### src/assert_macros.svh
// ============================================================================
// assert_macros.svh
// Assertion macros shared by the mapper RTL. They sample on clk and are
// disabled while arst_n is low.
// ============================================================================
`ifndef ASSERT_MACROS_SVH
`define ASSERT_MACROS_SVH

// same-cycle implication
`define FCM_ASSERT_IMP(label, cond, prop, msg) \
	label: assert property (@(posedge clk) disable iff (!arst_n) (cond) |-> (prop)) \
		else $error(msg);

// next-cycle implication
`define FCM_ASSERT_NXT(label, cond, prop, msg) \
	label: assert property (@(posedge clk) disable iff (!arst_n) (cond) |=> (prop)) \
		else $error(msg);

`endif

### src/fcm_pkg.sv
// ============================================================================
// fcm_pkg
// Types, widths and constants of the fisheye coordinate mapper.
// ============================================================================
package fcm_pkg;

	localparam int COORD_W   = 16;
	localparam int LENS_W    = COORD_W - 1;
	localparam int GUARD_W   = 16;
	localparam int XY_W      = COORD_W + GUARD_W + 3;
	localparam int ANG_W     = 32;
	localparam int MAX_STEPS = 32;
	localparam int QUO_W     = COORD_W + 1;
	localparam int REM_W     = COORD_W + 2;
	localparam int PROD_W    = 2 * COORD_W;

	localparam int ADDR_W    = 3;
	localparam int REG_IDX_W = ADDR_W - 2;
	localparam logic [REG_IDX_W-1:0] REG_LENS = REG_IDX_W'(0);

	localparam logic [31:0]       TWO_OVER_PI_Q32 = 32'd2734261102;
	localparam logic [LENS_W-1:0] LENS_RESET      = LENS_W'(16384);

	typedef logic signed [ANG_W-1:0] ang_t;

	// round(atan(2^-i) * 2^30)
	localparam ang_t ATAN_Q30 [MAX_STEPS] = '{
		843314857, 497837829, 263043837, 133525159, 67021687, 33543516,
		16775851, 8388437, 4194283, 2097149, 1048576, 524288,
		262144, 131072, 65536, 32768, 16384, 8192, 4096, 2048, 1024,
		512, 256, 128, 64, 32, 16, 8, 4, 2, 1, 0
	};

	typedef struct packed {
		logic signed [COORD_W-1:0] u_coord;
		logic signed [COORD_W-1:0] v_coord;
	} coord_beat_t;

	typedef struct packed {
		logic signed [COORD_W-1:0] mapped_u;
		logic signed [COORD_W-1:0] mapped_v;
	} mapped_beat_t;

	typedef struct packed {
		logic signed [COORD_W-1:0] u;
		logic signed [COORD_W-1:0] v;
		logic [COORD_W-1:0]        r;
	} root_t;

	typedef struct packed {
		logic signed [COORD_W-1:0] u;
		logic signed [COORD_W-1:0] v;
		logic [COORD_W-1:0]        r;
		ang_t                      z;
	} angle_t;

	typedef struct packed {
		logic [PROD_W-1:0] num_u;
		logic [PROD_W-1:0] num_v;
		logic [QUO_W-1:0]  den;
		logic              neg_u;
		logic              neg_v;
		logic              zero;
	} frac_t;

	typedef struct packed {
		logic [QUO_W-1:0] quo_u;
		logic [QUO_W-1:0] quo_v;
		logic             neg_u;
		logic             neg_v;
		logic             zero;
	} quot_t;

	function automatic logic [COORD_W-1:0] mag(input logic signed [COORD_W-1:0] c);
		return c[COORD_W-1] ? COORD_W'(-c) : COORD_W'(c);
	endfunction

endpackage

### src/fcm_sqrt_pipe.sv
// ============================================================================
// fcm_sqrt_pipe
// Squared radius and pipelined integer square root, one root bit per stage.
// ============================================================================
`include "assert_macros.svh"

module fcm_sqrt_pipe (
	input  logic                clk,
	input  logic                arst_n,
	input  logic                en,
	input  logic                in_vld,
	input  fcm_pkg::coord_beat_t in_beat,
	output logic                out_vld,
	output fcm_pkg::root_t      out_root
);

	localparam int W  = fcm_pkg::COORD_W;
	localparam int RW = fcm_pkg::REM_W;

	logic                vld_s1, vld_s2;
	logic [W-1:0]        au_s1, av_s1;
	logic signed [W-1:0] u_s1, v_s1, u_s2, v_s2;
	logic [2*W-1:0]      usq_s2, vsq_s2;

	logic [W:0]          vld_s;
	logic [2*W-1:0]      rad_s  [W+1];
	logic [RW-1:0]       rem_s  [W+1];
	logic [W-1:0]        root_s [W+1];
	logic signed [W-1:0] u_s    [W+1];
	logic signed [W-1:0] v_s    [W+1];
	logic [RW-1:0]       root_x2;

	always_ff @(posedge clk or negedge arst_n) begin
		if (!arst_n) begin
			vld_s1 <= 1'b0;
			vld_s2 <= 1'b0;
			vld_s  <= '0;
		end else if (en) begin
			vld_s1 <= in_vld;
			vld_s2 <= vld_s1;
			vld_s  <= {vld_s[W-1:0], vld_s2};
		end
	end

	always_ff @(posedge clk) begin
		if (en) begin
			au_s1     <= fcm_pkg::mag(in_beat.u_coord);
			av_s1     <= fcm_pkg::mag(in_beat.v_coord);
			u_s1      <= in_beat.u_coord;
			v_s1      <= in_beat.v_coord;
			usq_s2    <= au_s1 * au_s1;
			vsq_s2    <= av_s1 * av_s1;
			u_s2      <= u_s1;
			v_s2      <= v_s1;
			rad_s[0]  <= usq_s2 + vsq_s2;
			rem_s[0]  <= '0;
			root_s[0] <= '0;
			u_s[0]    <= u_s2;
			v_s[0]    <= v_s2;
		end
	end

	for (genvar k = 0; k < W; k++) begin : g_root
		logic [RW-1:0] rem_sh, trial;

		always_comb begin
			rem_sh = {rem_s[k][W-1:0], rad_s[k][2*W-1 -: 2]};
			trial  = {root_s[k], 2'b01};
		end

		always_ff @(posedge clk) begin
			if (en) begin
				rad_s[k+1] <= rad_s[k] << 2;
				u_s[k+1]   <= u_s[k];
				v_s[k+1]   <= v_s[k];
				if (rem_sh >= trial) begin
					rem_s[k+1]  <= rem_sh - trial;
					root_s[k+1] <= {root_s[k][W-2:0], 1'b1};
				end else begin
					rem_s[k+1]  <= rem_sh;
					root_s[k+1] <= {root_s[k][W-2:0], 1'b0};
				end
			end
		end
	end

	assign out_vld  = vld_s[W];
	assign out_root = '{u: u_s[W], v: v_s[W], r: root_s[W]};
	assign root_x2  = {1'b0, root_s[W], 1'b0};

	`FCM_ASSERT_IMP(a_root_rem, vld_s[W], rem_s[W] <= root_x2, "sqrt remainder above 2*root")

endmodule

### config.mk
export PLATFORM = sky130hd
export DESIGN_NAME = fcm_sqrt_pipe
export DESIGN_NICKNAME = d
export VERILOG_FILES = /design/src/fcm_pkg.sv /design/src/fcm_sqrt_pipe.sv
export VERILOG_INCLUDE_DIRS = /design/src /design/src/src
export SDC_FILE = /design/constraint.sdc
export NUM_CORES = 2
export LEC_CHECK = 0
export BUFFER_PORTS_ARGS = -buffer_cell sky130_fd_sc_hd__buf_4
export CELL_PAD_IN_SITES_DETAIL_PLACEMENT = 2
export CELL_PAD_IN_SITES_GLOBAL_PLACEMENT = 2
export CORE_UTILIZATION = 49
export CTS_BUF_LIST = sky130_fd_sc_hd__clkbuf_16
export DETAILED_ROUTE_END_ITERATION = 8
export PLACE_DENSITY = 0.81
export SLEW_MARGIN = 20
export SYNTH_ARGS = -nofsm -noshare
export SYNTH_HDL_FRONTEND = slang
export SYNTH_SLANG_ARGS = --single-unit
### constraint.sdc
create_clock -name clk -period 15.3 [get_ports clk]
set_input_delay 1.53 -clock clk [delete_from_list [all_inputs] [get_ports clk]]
set_output_delay 1.53 -clock clk [all_outputs]
set_load 0.01 [all_outputs]
# After elaboration in Yosys (flattened, before gate mapping)
# Memories as Yosys holds them, arrays and structs flattened.
# Cells that the tools add are included.
[totals] output_inout_bits=49 in_bits=36 mem_count=5 elab_cells=219 ram_bits=1666 reg_bits=179
[classes] n_lt_le_gt_ge=16 mux=132 bitwise_logic=32 mul=2 addsub=19
[memory_table] memory="rad_s" words=17 word_bits=32 rd=16 rd_ports_with_merged_regs=0 wr=17 line="fcm_sqrt_pipe.sv:26" source="logic [2*W-1:0] rad_s [W+1];"
[memory_table] memory="rem_s" words=17 word_bits=18 rd=16 rd_ports_with_merged_regs=0 wr=17 line="fcm_sqrt_pipe.sv:27" source="logic [RW-1:0] rem_s [W+1];"
[memory_table] memory="root_s" words=17 word_bits=16 rd=17 rd_ports_with_merged_regs=0 wr=17 line="fcm_sqrt_pipe.sv:28" source="logic [W-1:0] root_s [W+1];"
[memory_table] memory="u_s" words=17 word_bits=16 rd=17 rd_ports_with_merged_regs=0 wr=17 line="fcm_sqrt_pipe.sv:29" source="logic signed [W-1:0] u_s [W+1];"
[memory_table] memory="v_s" words=17 word_bits=16 rd=17 rd_ports_with_merged_regs=0 wr=17 line="fcm_sqrt_pipe.sv:30" source="logic signed [W-1:0] v_s [W+1];"
[op_table] op="greater-or-equal comparator 18 bit" n=16
[op_table] op="two-way mux 18 bit" n=16
[op_table] op="subtractor 18 bit" n=16
[op_table] op="two-way mux 16 bit" n=16
[op_table] op="two-way mux 1 bit" n=98
[op_table] op="multiplier 16 x 16 -> 32 bit" n=2
[op_table] op="adder 32 bit" n=1
[op_table] op="negator 16 bit" n=2
[op_table] op="bitwise OR 1 bit" n=32
[op_table] op="two-way mux 15 bit" n=2

# Depth between registers and ports, before layout
# An unclocked memory read counts as a cell.
[depth] word_depth=6 ltp_mapped=26 mapped_depth_nobuf=25

# Worst setup path before layout
# Ideal clock, no wire load.
[synth_timing] kind="register to register" startpoint="register au_s1[1]" endpoint="register usq_s2[29] (data pin)" synth_period_minus_slack_ps=6348 path_slack_ps=8952 path_buffers=2 setup_ps=259 arrival_ps=6090 path_stages_with_launch=27 cell_sequence="edfxtp_1 clkbuf_1 clkbuf_1 and2_1 fa_1 inv_1 fa_1 inv_1 fa_1 inv_1 fa_1 inv_1 fa_1 inv_1 fa_1 inv_1 ha_1 nand2_1 nor2_1 a2111oi_4 or3_4 a31oi_4 a221o_1 a21o_1 a21o_1 a21oi_2 xnor2_1"
[synth_via] elab_chain_len=1
[synth_lines] element="from (decl)" line="fcm_sqrt_pipe.sv:21" source="logic [W-1:0] au_s1, av_s1;"
[synth_lines] element="from (signal assigned)" line="fcm_sqrt_pipe.sv:47" source="au_s1 <= fcm_pkg::mag(in_beat.u_coord);"
[synth_lines] element="multiplier 16 x 16 -> 32 bit" line="fcm_sqrt_pipe.sv:51" source="usq_s2 <= au_s1 * au_s1;"
[synth_lines] element="to (signal assigned)" line="fcm_sqrt_pipe.sv:51"
[synth_lines] element="to (decl)" line="fcm_sqrt_pipe.sv:23" source="logic [2*W-1:0] usq_s2, vsq_s2;"
# Every way passes these cells.
# A chain may end at the register's enable or synchronous reset.

# Worst setup path in the final report
[layout_timing] startpoint="register av_s1[2]" endpoint="register vsq_s2[25] (data pin)"
[layout_via] elab_chain_len=1
[layout_lines] element="from (decl)" line="fcm_sqrt_pipe.sv:21"
[layout_lines] element="from (signal assigned)" line="fcm_sqrt_pipe.sv:48" source="av_s1 <= fcm_pkg::mag(in_beat.v_coord);"
[layout_lines] element="multiplier 16 x 16 -> 32 bit" line="fcm_sqrt_pipe.sv:52" source="vsq_s2 <= av_s1 * av_s1;"
[layout_lines] element="to (signal assigned)" line="fcm_sqrt_pipe.sv:52"
[layout_lines] element="to (decl)" line="fcm_sqrt_pipe.sv:23"
# Every way passes these cells.

==> results.yml <==
status:
  status: "completed"
cells_and_area:
  final_area_sq_um: 73100
  fill_cells: 12100
  layout-drive-gt1-share_pct: 7.61
  seq_area_sq_um: 40400
  area_growth_pct: 11.1
  multiInputGateArea_sq_um: 22400
  final_core_util_pct: 54.8
  fin_nets: 5555
placement:
  postPlaceCellArea_sq_um: 68300
  dp_hpwl_um: 148000
  io_buffers: 84
  routabilityCongestion: 0.814
hold_path:
  min_from: "v_s[0][43]"
  hp-class: "register to register"
  whs_path_depth: 0
  whs_endpoint: "v_s[0][59]"
grt:
  grt_max_degree: 199
  track_usage_pct: 34.9
  grt.overflow.total: 0
  grt_pass1_vias: 46300
  grt_pass1_wl_um: 338000
  antenna_found_initial: 8
clock_network:
  clk_pin_slew_ps: 60
  cts_hold_buf: 0
  h-tree-depth: 4
  cts_root_buf: "clkbuf_16"
  cts_tree: "built"
  cts.sinks: 1349
  cts_buffers: 149
  cts_buffer_depth: 3
  post-cts-setup-buffers: 0
  clk_latency_ps: 830
  postCtsResizedCells: 0
setup_path:
  end_kind: "register"
  cp-start-kind: "register"
  critPathKind: "register to register"
  r2r_end: "vsq_s2[25]"
  r2r_slack_ps: 6910
  rr_worst_depth: 25
  cp_data_required_time_ps: 15860
  r2r-start: "av_s1[2]"
  cp.arrival_ps: 8940
  crit_path_max_fanout: 17
routing:
  wirelength_um: 233000
  via_count: 40600
  drtPass1Iterations: 8
  ant_nets: 0
  dr.first_iter.drc_count: 3637
  drc: 0
  vias_per_cell: 6.06
  wl_per_cell_um: 34.8
yosys:
  syn-num-nets: 5409
  ys.warnings.count: 0
  ys_types: 81
  yosysSeqAreaShare_pct: 61.4
  syn_inst: 4663
  avgSynthCellArea_sq_um: 14.1
  synth-seq-cells: 1349
  synthArstFlopShare_pct: 1.41
  syn-cell-area_sq_um: 65800
  synth_flop_cell: "edfxtp_1"
  synth-edff-count: 1329
sta:
  fmax_mhz: 119
  relSlewSlack_pct: 24.3
  hold_viol_final: 0
  finClkSkew_ps: 36.8
  setup_tns_ps: 0
  fin_crit_ps: 8390
  worstMarginPinSlew_ps: 1140
  finalMaxSlewViolations: 0
  rsz0062_at_grt: "no"
  setup_viol: 0
  min_period_over_period_pct: 54.8
floorplanning:
  fp.dieW_um: 368
  die_y_um: 368
  core_area_sq_um: 133000
  start_util_pct: 49.3
  dieArea_sq_um: 136000
  ios: 85
  num_rows: 134
job:
  cap_viol_max_count: 0
==> worst max-delay path by stage <==
stage,from,end
floorplan,au_s1[1],usq_s2[29]
global placement,au_s1[12],usq_s2[29]
detailed placement,av_s1[3],vsq_s2[25]
CTS,av_s1[2],vsq_s2[25]
global route,av_s1[3],vsq_s2[30]
finish,av_s1[2],vsq_s2[25]
==> cell families (layout without fill, tap and decap cells) <==
logic type,after synthesis,count (layout),share of synthesized area (%)
xor+xnor,273,273,3.64
mux,45,45,0.763
fa+ha+maj,710,710,17.2
flops,1349,1349,61.4
compound gates,562,562,5.45
simple gates,944,944,6.95
other cells,0,5,0
buf+inv,780,1043,4.56
==> per-layer routing <==
layer | wire, um | vias to the layer above | share of wire (%) | track usage (%)
met2 | 123000 | 1927 | 53 | 62.7
met3 | 11100 | 906 | 4.8 | 6.11
met5 | 44 | - | 0.019 | 0
li1 | - | 16500 | - | -
met4 | 19600 | 6 | 8.4 | 25.3
met1 | 79400 | 21200 | 34 | 36.5
==> metrics by stage <==
stage / hold slack (ps) / setup slack [ps] / std cells
6_report: 412 / 6910 / 6699
3_5_place_dp: 405 / 7200 / 6425
5_1_grt: 407 / 6930 / 6694
3_3_place_gp: 400 / 8520 / 6425
4_1_cts: 405 / 7040 / 6693
2_1_floorplan: 400 / 8950 / 4663
==> registers in the layout, indices dropped and copies added, names as in the netlist, 16 cells and up <==
register / count
au_s1: 16
usq_s2: 30
vld_s: 17
root_s: 136
u_s: 272
vsq_s2: 30
rad_s: 272
v_s: 272
rem_s: 224
av_s1: 16
u_s2: 16
v_s2: 16
==> cell usage after synthesis (5+ instances only) <==
cell / instances / area, sq um
a211oi_1: 15 / 113
a21boi_0: 6 / 45.0
a21o_1: 65 / 488
a21oi_1: 196 / 981
a31o_2: 9 / 78.8
a31oi_1: 15 / 93.8
and2_1: 97 / 607
and3_1: 10 / 62.6
and4_1: 5 / 43.8
buf_2: 7 / 35.0
buf_4: 16 / 120
clkbuf_1: 77 / 289
dfrtp_1: 19 / 475
edfxtp_1: 1329 / 39900
fa_1: 324 / 6490
ha_1: 386 / 4830
inv_1: 675 / 2530
mux2_2: 41 / 462
nand2_1: 276 / 1040
nand2b_1: 44 / 275
nand3_1: 51 / 255
nand3b_1: 12 / 90.1
nand4_1: 25 / 156
nor2_1: 241 / 905
nor2b_1: 38 / 238
nor3_1: 50 / 250
nor4_1: 30 / 188
nor4b_1: 6 / 52.6
o211ai_1: 5 / 37.5
o21a_1: 51 / 383
o21ai_0: 111 / 556
o21bai_1: 13 / 97.6
o31ai_1: 21 / 158
o41ai_1: 5 / 43.8
or2_2: 16 / 100
or3_1: 21 / 131
or4_1: 7 / 52.6
xnor2_1: 179 / 1570
xor2_1: 94 / 823
==> worst max-delay path, stage by stage, from the launching register on <==
cell and delay (ps):
edfxtp_1 770, nand2_1 330, inv_1 120, fa_1 630, inv_1 160, fa_1 630
inv_1 110, fa_1 560, inv_1 80, fa_1 550, inv_1 60, fa_1 510
inv_1 70, fa_1 520, inv_1 80, ha_1 380, a21o_1 220, a21oi_1 260
a21oi_1 140, a21o_1 270, o41ai_2 490, o21ai_0 280, a21oi_1 380, o21ai_0 180
a21oi_1 210, xnor2_1 100
==> cell usage in the layout, fill, tap and decap left out, types with 9 or more instances in the layout <==
cell and n:
xnor2_1 179, inv_1 726, o21a_1 51, a31oi_1 15, o21ai_0 111, and3_1 10
clkinv_2 10, a31o_2 9, o31ai_1 21, dfrtp_1 19, o21bai_1 13, clkbuf_16 149
clkinv_1 30, fa_1 324, nand3_1 51, nand4_1 25, buf_4 92, xor2_1 94
mux2_2 41, nor2_1 241, nor3_1 50, nand3b_1 12, or3_1 21, and2_1 97
bufinv_16 9, or2_2 16, a21oi_1 196, nor2b_1 38, a21o_1 65, a211oi_1 15
nand2b_1 44, nand2_1 276, nor4_1 29, edfxtp_1 1329, ha_1 386
==> layout make-up <==
cell class / instances / share of cell area [%]
sequential: 1349 / 55.3
tap: 1768 / 3.03
antenna: 5 / 0.0171
inverter: 676 / 3.47
clock inverter: 119 / 1.33
multi-input combinational: 2534 / 30.6
clock buffer: 149 / 5.10
timing repair buffer: 99 / 1.14
Power is not shown: default switching activity piles up to over one toggle a cycle in this logic, so the estimate is an artifact.
